<file path="config.mk">
export PLATFORM = sky130hd
export DESIGN_NAME = gregorian_date_add_days
export DESIGN_NICKNAME = d
export VERILOG_FILES = /design/src/rtl/gdad_pkg.sv /design/src/rtl/gregorian_date_add_days.sv
export SDC_FILE = /design/constraint.sdc
export NUM_CORES = 1
export LEC_CHECK = 0
export BUFFER_PORTS_ARGS = -buffer_cell sky130_fd_sc_hd__buf_2
export CAP_MARGIN = 20
export CORE_UTILIZATION = 59
export DETAILED_ROUTE_END_ITERATION = 7
export PLACE_DENSITY = 0.82
export SLEW_MARGIN = 20
export SYNTH_ARGS = -nofsm -noshare
export SYNTH_HDL_FRONTEND = slang
export SYNTH_SLANG_ARGS = --single-unit
</file>
<file path="constraint.sdc">
create_clock -name clk_i -period 6.35 [get_ports clk_i]
set_input_delay 0.635 -clock clk_i [delete_from_list [all_inputs] [get_ports clk_i]]
set_output_delay 0.635 -clock clk_i [all_outputs]
set_load 0.05 [all_outputs]
</file>
<file path="src/rtl/gdad_pkg.sv">
// package for the gregorian date add days block: types, constants and calendar functions
package gdad_pkg;

  localparam int unsigned MaxYearDefault = 9999;

  // widths fixed by the item fields
  localparam int unsigned YearW  = 14;
  localparam int unsigned MonthW = 4;
  localparam int unsigned DayW   = 5;
  localparam int unsigned AddW   = 20;
  // remainder: 31 + 335 + (2^20 - 1) fits in 21 bits
  localparam int unsigned RemW   = 21;

  localparam int unsigned InDataW  = 48;
  localparam int unsigned OutDataW = 24;

  localparam logic [YearW-1:0]  Cycle400  = YearW'(400);
  localparam logic [YearW-1:0]  Last400   = YearW'(399);
  localparam logic [MonthW-1:0] January   = MonthW'(1);
  localparam logic [MonthW-1:0] February  = MonthW'(2);
  localparam logic [MonthW-1:0] December  = MonthW'(12);
  localparam logic [DayW-1:0]   LastDay   = DayW'(31);

  typedef enum logic [2:0] {
    StIdle,
    StMod,
    StOrd,
    StYear,
    StMon,
    StOut
  } state_e;

  // leap test from the year taken modulo 400
  function automatic logic leap_mod400(logic [YearW-1:0] r);
    logic l;
    l = (r[1:0] == 2'b00) && (r != YearW'(100)) && (r != YearW'(200)) &&
        (r != YearW'(300));
    return l;
  endfunction

  function automatic logic [DayW-1:0] month_days(logic [MonthW-1:0] m, logic leap);
    logic [DayW-1:0] d;
    case (m)
      4'd2:                          d = leap ? DayW'(29) : DayW'(28);
      4'd4, 4'd6, 4'd9, 4'd11:       d = DayW'(30);
      4'd1, 4'd3, 4'd5, 4'd7, 4'd8,
      4'd10, 4'd12:                  d = DayW'(31);
      default:                       d = '0;
    endcase
    return d;
  endfunction

  function automatic logic [8:0] year_days(logic leap);
    logic [8:0] d;
    d = leap ? 9'd366 : 9'd365;
    return d;
  endfunction

endpackage

</file>
<file path="src/rtl/gregorian_date_add_days.sv">
// gregorian date add days: top level with shared add/subtract unit and sequencer
//
//  channel   dir  handshake                   payload
//  s_axis    in   s_axis_tvalid_i/tready_o    start date and day count (tdata)
//  m_axis    out  m_axis_tvalid_o/tready_i    result date (tdata), overflow (tuser)
//
// a request walks the states idle, mod (strip whole 400 year cycles off the start year),
//   ord (add the months before the start month, then the day count), year, month and out;
//   a start year past the maximum skips to the output
// s_axis_tready_o is high only while the sequencer is idle
// the result is held in registers until m_axis_tready_i takes it
// rst_ni is asynchronous and active low; it returns the sequencer to idle
module gregorian_date_add_days #(
  parameter int unsigned MAX_YEAR = gdad_pkg::MaxYearDefault
) (
  input  logic                          clk_i,
  input  logic                          rst_ni,
  input  logic                          s_axis_tvalid_i,
  output logic                          s_axis_tready_o,
  // [13:0] start_year, [17:14] start_month, [22:18] start_day,
  // [42:23] days_to_add, [47:43] zero
  input  logic [gdad_pkg::InDataW-1:0]  s_axis_tdata_i,
  output logic                          m_axis_tvalid_o,
  input  logic                          m_axis_tready_i,
  // [13:0] result_year, [17:14] result_month, [22:18] result_day, [23] zero
  output logic [gdad_pkg::OutDataW-1:0] m_axis_tdata_o,
  // [0] year_overflow
  output logic                          m_axis_tuser_o
);

  localparam int unsigned YW0 = $clog2(MAX_YEAR + 2);
  // internal year wide enough for the start year field and for the maximum
  localparam int unsigned YW  = (YW0 > gdad_pkg::YearW) ? YW0 : gdad_pkg::YearW;
  localparam int unsigned RW  = gdad_pkg::RemW;
  localparam logic [YW-1:0] MaxYear = YW'(MAX_YEAR);

  gdad_pkg::state_e state_q, state_d;

  logic [YW-1:0]                   year_q, year_d;
  logic [gdad_pkg::YearW-1:0]      y400_q, y400_d;   // year modulo 400
  logic [gdad_pkg::MonthW-1:0]     m_q, m_d;         // month walker
  logic [gdad_pkg::MonthW-1:0]     mlim_q, mlim_d;   // clamped start month
  logic [RW-1:0]                   rem_q, rem_d;     // ordinal day remainder
  logic [gdad_pkg::AddW-1:0]       add_q, add_d;
  logic                            ovf_q, ovf_d;

  // unpacked request fields
  logic [gdad_pkg::YearW-1:0]  in_year;
  logic [gdad_pkg::MonthW-1:0] in_month, in_month_c;
  logic [gdad_pkg::DayW-1:0]   in_day, in_day_c;
  logic [gdad_pkg::AddW-1:0]   in_add;

  assign in_year  = s_axis_tdata_i[13:0];
  assign in_month = s_axis_tdata_i[17:14];
  assign in_day   = s_axis_tdata_i[22:18];
  assign in_add   = s_axis_tdata_i[42:23];

  // out of range months clamp to january or december, day zero reads as day one
  always_comb begin
    if (in_month == '0) begin
      in_month_c = gdad_pkg::January;
    end else if (in_month > gdad_pkg::December) begin
      in_month_c = gdad_pkg::December;
    end else begin
      in_month_c = in_month;
    end
    in_day_c = (in_day == '0) ? gdad_pkg::DayW'(1) : in_day;
  end

  // calendar of the current year
  logic                        leap;
  logic [gdad_pkg::DayW-1:0]   mdays;
  logic [8:0]                  ydays;

  assign leap  = gdad_pkg::leap_mod400(y400_q);
  assign mdays = gdad_pkg::month_days(m_q, leap);
  assign ydays = gdad_pkg::year_days(leap);

  // shared add/subtract unit: res = a + b, or a - b with carry meaning a >= b
  logic [RW-1:0] u_a, u_b;
  logic          u_sub;
  logic [RW:0]   u_res;
  logic          u_ge, u_gt;

  assign u_res = {1'b0, u_a} + {1'b0, (u_sub ? ~u_b : u_b)} + {{RW{1'b0}}, u_sub};
  assign u_ge  = u_res[RW];
  assign u_gt  = u_ge && (u_res[RW-1:0] != '0);

  // operand selection per sequencer step
  always_comb begin
    u_a   = rem_q;
    u_b   = '0;
    u_sub = 1'b1;
    unique case (state_q)
      gdad_pkg::StMod: begin
        // strip whole 400 year cycles off the start year
        u_a = RW'(y400_q);
        u_b = RW'(gdad_pkg::Cycle400);
      end
      gdad_pkg::StOrd: begin
        // add month lengths before the start month, then the day count
        u_sub = 1'b0;
        u_b   = (m_q < mlim_q) ? RW'(mdays) : RW'(add_q);
      end
      gdad_pkg::StYear: begin
        u_b = RW'(ydays);
      end
      gdad_pkg::StMon: begin
        u_b = RW'(mdays);
      end
      default: begin
        u_a = rem_q;
      end
    endcase
  end

  // sequencer: next state and register updates
  always_comb begin
    state_d = state_q;
    year_d  = year_q;
    y400_d  = y400_q;
    m_d     = m_q;
    mlim_d  = mlim_q;
    rem_d   = rem_q;
    add_d   = add_q;
    ovf_d   = ovf_q;
    unique case (state_q)
      gdad_pkg::StIdle: begin
        if (s_axis_tvalid_i) begin
          year_d = YW'(in_year);
          y400_d = in_year;
          m_d    = gdad_pkg::January;
          mlim_d = in_month_c;
          rem_d  = RW'(in_day_c);
          add_d  = in_add;
          if (YW'(in_year) > MaxYear) begin
            // start year already beyond range: saturate straight away
            ovf_d   = 1'b1;
            year_d  = MaxYear;
            m_d     = gdad_pkg::December;
            rem_d   = RW'(gdad_pkg::LastDay);
            state_d = gdad_pkg::StOut;
          end else begin
            ovf_d   = 1'b0;
            state_d = gdad_pkg::StMod;
          end
        end
      end
      gdad_pkg::StMod: begin
        if (u_ge) begin
          y400_d = u_res[gdad_pkg::YearW-1:0];
        end else begin
          state_d = gdad_pkg::StOrd;
        end
      end
      gdad_pkg::StOrd: begin
        rem_d = u_res[RW-1:0];
        if (m_q < mlim_q) begin
          m_d = m_q + gdad_pkg::MonthW'(1);
        end else begin
          m_d     = gdad_pkg::January;
          state_d = gdad_pkg::StYear;
        end
      end
      gdad_pkg::StYear: begin
        if (u_gt) begin
          if (year_q >= MaxYear) begin
            ovf_d   = 1'b1;
            year_d  = MaxYear;
            m_d     = gdad_pkg::December;
            rem_d   = RW'(gdad_pkg::LastDay);
            state_d = gdad_pkg::StOut;
          end else begin
            rem_d  = u_res[RW-1:0];
            year_d = year_q + YW'(1);
            y400_d = (y400_q == gdad_pkg::Last400) ? '0
                                                   : y400_q + gdad_pkg::YearW'(1);
          end
        end else begin
          state_d = gdad_pkg::StMon;
        end
      end
      gdad_pkg::StMon: begin
        if (u_gt && (m_q < gdad_pkg::December)) begin
          rem_d = u_res[RW-1:0];
          m_d   = m_q + gdad_pkg::MonthW'(1);
        end else begin
          state_d = gdad_pkg::StOut;
        end
      end
      gdad_pkg::StOut: begin
        if (m_axis_tready_i) begin
          state_d = gdad_pkg::StIdle;
        end
      end
      default: begin
        state_d = gdad_pkg::StIdle;
      end
    endcase
  end

  always_ff @(posedge clk_i or negedge rst_ni) begin
    if (!rst_ni) begin
      state_q <= gdad_pkg::StIdle;
    end else begin
      state_q <= state_d;
    end
  end

  // payload registers, no reset needed
  always_ff @(posedge clk_i) begin
    year_q <= year_d;
    y400_q <= y400_d;
    m_q    <= m_d;
    mlim_q <= mlim_d;
    rem_q  <= rem_d;
    add_q  <= add_d;
    ovf_q  <= ovf_d;
  end

  assign s_axis_tready_o = (state_q == gdad_pkg::StIdle);
  assign m_axis_tvalid_o = (state_q == gdad_pkg::StOut);
  assign m_axis_tdata_o  = {1'b0, rem_q[gdad_pkg::DayW-1:0], m_q,
                            year_q[gdad_pkg::YearW-1:0]};
  assign m_axis_tuser_o  = ovf_q;

  // assertions
  a_busy_after_accept: assert property (@(posedge clk_i) disable iff (!rst_ni)
    (s_axis_tvalid_i && s_axis_tready_o) |=> !s_axis_tready_o)
    else $error("accepted a request while busy");

  a_mod_range: assert property (@(posedge clk_i) disable iff (!rst_ni)
    (state_q == gdad_pkg::StOrd || state_q == gdad_pkg::StYear ||
     state_q == gdad_pkg::StMon) |-> (y400_q < gdad_pkg::Cycle400))
    else $error("year modulo 400 out of range");

  a_year_range: assert property (@(posedge clk_i) disable iff (!rst_ni)
    (state_q == gdad_pkg::StOut) |-> (year_q <= MaxYear))
    else $error("result year beyond maximum");

  a_ovf_saturate: assert property (@(posedge clk_i) disable iff (!rst_ni)
    (m_axis_tvalid_o && m_axis_tuser_o) |->
      (m_q == gdad_pkg::December && rem_q == RW'(gdad_pkg::LastDay)))
    else $error("overflow result not saturated");

  a_day_range: assert property (@(posedge clk_i) disable iff (!rst_ni)
    m_axis_tvalid_o |-> (rem_q != '0 && rem_q <= RW'(gdad_pkg::LastDay) &&
                         m_q != '0 && m_q <= gdad_pkg::December))
    else $error("result date out of range");

endmodule
</file>
==> results of run 1 <==
## registers in the layout (all words and copies together), names as in the netlist
name            flops
rem_q              21
add_q              20
y400_q             14
year_q             14
m_q                 4
mlim_q              4
state_q             3
m_axis_tuser_o      1
## metrics by stage
stage | setup slack [ns] | instance area, sq um | hold WS [ns]
global route | 0.1376 | 6706 | 0.05100
detailed placement | 0.5759 | 6544 | 0.4419
finish | 0.4551 | 6706 | 0.06149
floorplan | 0.7505 | 6123 | 0.3394
CTS | 0.5493 | 6706 | 0.04905
global placement | 0.3957 | 6540 | 0.4292
## synthesized netlist by cell type, types with 6 or more instances
library cell and count:
nand2_1 120, edfxtp_1 78, nor2_1 63, a21oi_1 50, o21ai_0 37, ha_1 30
inv_1 28, nand3_1 25, clkbuf_1 21, xnor2_1 20, xor2_1 16, buf_4 12
and3_1 10, nor3_1 10, o221ai_1 10, a21o_1 9, and2_1 9, nor2b_1 8
a31oi_1 6, nor4_1 6
## layout by cell type (no fill, tap or decap), types with 4 or more instances in the layout
| cell | n |
|---|---|
| nand2_1 | 120 |
| edfxtp_1 | 78 |
| buf_2 | 72 |
| nor2_1 | 63 |
| a21oi_1 | 50 |
| o21ai_0 | 37 |
| ha_1 | 30 |
| inv_1 | 28 |
| nand3_1 | 25 |
| xnor2_1 | 20 |
| xor2_1 | 16 |
| buf_4 | 16 |
| nor3_1 | 10 |
| and3_1 | 10 |
| o221ai_1 | 10 |
| a21o_1 | 9 |
| and2_1 | 9 |
| clkbuf_8 | 9 |
| nor2b_1 | 8 |
| nor4_1 | 6 |
| a31oi_1 | 6 |
| nand2b_1 | 5 |
| or2_2 | 5 |
| a21boi_0 | 5 |
| o22ai_1 | 5 |
| nand4_1 | 5 |
| mux2i_1 | 4 |
| o211ai_2 | 4 |
| o21a_1 | 4 |
## final timing paths
kind	slack, ns	startpoint	cells past startpoint	to
setup / recovery	0.46	y400_q[0]$_DFFE_PP_	21	m_q[0]$_DFFE_PP_
hold / removal	0.06	rst_ni	1	state_q[1]$_DFFE_PN0P_
setup reg to reg	0.46	y400_q[0]$_DFFE_PP_	21	m_q[0]$_DFFE_PP_
hold reg to reg	0.67	year_q[0]$_DFFE_PP_	1	year_q[0]$_DFFE_PP_
max in group asynchronous	6.17	rst_ni	1	state_q[0]$_DFFE_PN0P_
min in group clk_i	0.45	s_axis_tdata_i[24]	1	add_q[1]$_DFFE_PP_
## kinds of logic (layout without fill, tap and decap cells)
kind of cell | after synthesis | after routing | synth area share
multiplexers | 5 | 5 | 0.008378
adder cells (fa/ha/maj) | 31 | 31 | 0.06457
AND/OR/NAND/NOR | 293 | 293 | 0.2301
flip-flops | 81 | 81 | 0.3948
other | 1 | 1 | 0.0006124
XOR/XNOR | 37 | 37 | 0.05599
AO/OA/AOI/OAI | 174 | 174 | 0.1890
buffers and inverters | 68 | 133 | 0.05660
## routing by layer
metal	up-vias	track usage
li1	2611	-
met1	2532	0.4109
met2	220	0.4786
met3	23	0.04950
met4	0	0.1061
met5	-	0
## critical path: cells and delay by family, from the launching register on
family	cells	cell delay [ns]
buffers and inverters	2	0.31
XOR/XNOR	1	0.35
flip-flops	1	0.48
adder cells (fa/ha/maj)	2	0.70
AND/OR/NAND/NOR	7	1.50
AO/OA/AOI/OAI	9	2.24
## area by class of cell
class / count / share of cell area
Clock buffer: 10 / 0.01903
Clock inverter: 6 / 0.005224
Inverter: 29 / 0.01623
Multi-Input combinational cell: 541 / 0.5026
Sequential cell: 81 / 0.3604
Tap cell: 133 / 0.02481
Timing Repair Buffer: 88 / 0.07164
==> flow_summary.toml, run 1 <==
[grt]
grt_first_pass_wirelength_um = 25450
grt-ovfl-total = 0
grt_max_degree = 26
antenna_found_initial = 0
first_global_vias = 5207
grt_util_all_layers = 0.2992

[floorplanning]
io_pins = 79
die-area_sq_um = 10790
fp-row-count = 36
fp.dieW_um = 103.9
start_util = 0.6179
core-area_sq_um = 9910
die_h_um = 103.9

[synth]
yosysUniqueCellTypes = 85
async_flop_share = 0.03704
ys_warn_count = 0
synthCells = 690
ys_top_cells_by_area = "edfxtp_1 38%, nand2_1 7.4%, ha_1 6.1%"
yosysTopAreaCell = "edfxtp_1"
ys_ff_latch = 81
avgSynthCellArea_sq_um = 8.874
syn_area_sq_um = 6123
synth-edff-count = 78
netlist.area_leader.share = 0.3825
synth-seq-area-share = 0.3948
synthesis.nets = 773
synthFlopType = "edfxtp_1"

[setup_path]
cp.arrival_ns = 5.97
cp_common_cell = "o2111ai_1"
startpoint_type = "flop"
slowest_delay_ns = 0.48
cp.required_ns = 6.42
slowest_stage = "edfxtp_1"
setup.worst_path.end_class = "flop"
worstSetupPathType = "flop to flop"
worstPathMaxFanout = 6
path_cells = "inv_1 > ha_1 > nand4b_1 > nor4b_1 > o211ai_2 > a31o_1 > a21o_1 > and3_4 > fa_1 > nor2b_1 > o2111ai_1 > a41oi_1 > a31oi_1 > xor2_1 > nand4_2 > a2111oi_2 > o2111ai_1 > and4bb_4 > or2_4 > buf_4 > o21ai_1"

[cells_and_area]
drive_above_1_share = 0.1828
stdcell_count = 888
regArea_sq_um = 2417
syn2layout_area_growth_pct = 9.522
utilization = 0.6768
multi_input_area_sq_um = 3371
nets = 833
antenna_cells = 0
n_fill_cell = 804

[min_path]
min_path_type = "primary input to async pin"

[detailed_routing]
m1WireLength_um = 6845
via_per_inst = 6.065
dr_wl_met2_um = 7161
vias = 5386
routedWlPerCell_um = 17.47
routed_wirelength_um = 15510
drc = 0
top_layer = "met4"
wl_met3_um = 1110
drtAntennaViolNets = 0
drtIter0Drc = 540
drtPass1Iterations = 5

[placement]
dp_hpwl_um = 12260
dp.cells = 872
gp_congestion = 0.9434
io_buffer_count = 72

[job]
cap_violations = 0

[timing]
final.period_utilization = 0.9283
fmax_mhz = 169.6
finalSetupViolations = 0
rsz0062_at_grt = "false"
skew_ns = 0.01063
layout_min_cycle_time_ns = 5.895
hold_viol_final = 0
maxSlewViolCount = 0
worst_slew_pin_slew_ns = 0.9603
fin_setup_tns_ns = 0
relSlewSlack = 0.3591

[clock_tree]
postCtsSetupBuffers = 0
clk_path_buf_depth = 2
clk_latency_ns = 0.36
clk_pin_slew_ns = 0.09
cts_tree = "built"
root_buffer = "clkbuf_8"
postCtsResizedCells = 0
numCtsBuffers = 9
cts.htree.levels = 3
holdBufCountCts = 0
clock_sinks = 81

[outcome]
outcome = "complete, no violations"
Power of run 1 is left out: the tool's default activity adds up to more than one toggle a clock period on the data nets, which glitch-free logic cannot reach.
==> run 2, diff against run 1 <==
MAX_ROUTING_LAYER = met4   (was default)
clock period = 6.7 ns   (was 6.35 ns; I/O delays follow)
==> flow_summary.toml, run 2 (synthesis results as in run 1) <==
[setup_path]
path_cells = "inv_1 > ha_1 > nand4b_1 > nor4b_1 > o211ai_2 > a31o_1 > a21o_1 > and3_4 > fa_1 > nor2b_1 > o2111ai_1 > a41oi_1 > a21o_1 > a21oi_1 > xor2_1 > nand3_1 > a2111oi_2 > o2111ai_1 > and4bb_4 > or2_4 > o21ai_2"
critPathLaunch = "y400_q[0]$_DFFE_PP_"
r2r_start = "y400_q[0]$_DFFE_PP_"
reg2reg_to = "year_q[3]$_DFFE_PP_"
ff2ff_path_depth = 21
cp.required_ns = 6.78
worstSetupPathType = "flop to flop"
slowest_delay_ns = 0.49
worstPathMaxFanout = 14
startpoint_type = "flop"
slowest_stage = "edfxtp_1"
endpoint = "year_q[3]$_DFFE_PP_"
r2r_slack_ns = 0.72
cp.arrival_ns = 6.06
setup.worst_path.end_class = "flop"

[min_path]
min_path_type = "primary input to async pin"

[cells_and_area]
nets = 825
regArea_sq_um = 2417
reg_top3 = "rem_q x21, add_q x20"
layout_commonest_cell = "nand2_1"
multi_input_area_sq_um = 3371
regMostFlops = "rem_q"
n_fill_cell = 830
antenna_cells = 0
syn2layout_area_growth_pct = 9.134
largest_register_ffs = 21
drive_above_1_share = 0.1727
mostFrequentLayoutCells = "120 x nand2_1, 78 x edfxtp_1, 72 x buf_2, 63 x nor2_1, 50 x a21oi_1"

[floorplanning]
start_util = 0.6179
fp.dieW_um = 103.9
die_h_um = 103.9
fp-row-count = 36
core-area_sq_um = 9910
die-area_sq_um = 10790
io_pins = 79

[timing]
finalSetupViolations = 0
relSlewSlack = 0.3263
fin_setup_tns_ns = 0
fmax_mhz = 167.2
skew_ns = 0.01596
layout_min_cycle_time_ns = 5.980
rsz0062_at_grt = "false"
hold_viol_final = 0
maxSlewViolCount = 0
hold-worst-slack_ns = 0.07272
final.period_utilization = 0.8926
worst_slew_pin_slew_ns = 1.009

[grt]
grt-ovfl-total = 0
met3_usage = 0.06704
grt_max_degree = 27
grt_util_met2 = 0.4924
first_global_vias = 5048
grt_util_all_layers = 0.3128
met1_usage = 0.3979
antenna_found_initial = 0
grt_busiest_layer = "met2"
grt_first_pass_wirelength_um = 25410

[detailed_routing]
drtAntennaViolNets = 0
vias = 5390
drc = 0
via_per_inst = 6.125
drtPass1Iterations = 5
routedWlPerCell_um = 18.19
drtIter0Drc = 402
routed_wirelength_um = 16010

[clock_tree]
numCtsBuffers = 9
clk_path_buf_depth = 2
clk_pin_slew_ns = 0.09
clk_latency_ns = 0.39
cts_tree = "built"
cts.htree.levels = 3
postCtsSetupBuffers = 0
holdBufCountCts = 0
clock_sinks = 81
root_buffer = "clkbuf_8"
postCtsResizedCells = 0

[outcome]
outcome = "complete, no violations"

[placement]
gp_congestion = 0.9609
dp_hpwl_um = 12300
io_buffer_count = 72

[job]
cap_violations = 0
run 2: worst max-delay path, delay by kind of cell, from the launching register on:
kind	cells	cell delay, ns
AOI/OAI and AO/OA	10	2.28
xor gates and xnor gates	1	0.40
adders and majority gates	2	0.73
buffers and inverters	1	0.20
DFF	1	0.49
and+or+nand+nor	7	1.56
run 2: final cells by class:
type                    count  area share
multi-input cells         541      0.5044
flip-flops and latches     81      0.3617
repair buffers             80     0.06478
well taps                 133     0.02490
clock buffers              11     0.01966
inverters                  29     0.01629
clock inverters             5    0.008238
run 2: worst min path at each step:
| stage | start | to | slack, ns | depth (start not counted) |
|---|---|---|---|---|
| final | rst_ni | state_q[2]$_DFFE_PN0P_ | 0.07 | 1 |
| after global routing | rst_ni | state_q[1]$_DFFE_PN0P_ | 0.06 | 1 |
| after CTS | rst_ni | state_q[1]$_DFFE_PN0P_ | 0.06 | 1 |
| after detailed placement | rst_ni | state_q[1]$_DFFE_PN0P_ | 0.47 | 1 |
| after global placement | rst_ni | state_q[2]$_DFFE_PN0P_ | 0.46 | 1 |
| after floorplan | rst_ni | state_q[0]$_DFFE_PN0P_ | 0.37 | 0 |
run 2: per-layer routing:
layer | vias up | part of all wire
li1 | 2588 | -
met3 | 32 | 0.088
met2 | 275 | 0.47
met1 | 2495 | 0.42
met4 | 0 | 0.025
met5 | - | 0
run 2: through the flow:
stage	cells	utilization	instance area (sq um)	setup slack [ns]
after CTS	880	0.6744	6683	0.7583
after global routing	880	0.6744	6683	0.4106
after global placement	864	0.6552	6492	0.6341
final	880	0.6744	6683	0.7199
after detailed placement	864	0.6556	6496	0.7712
after floorplan	690	-	6123	1.101
Power of run 2 is left out for the same reason.
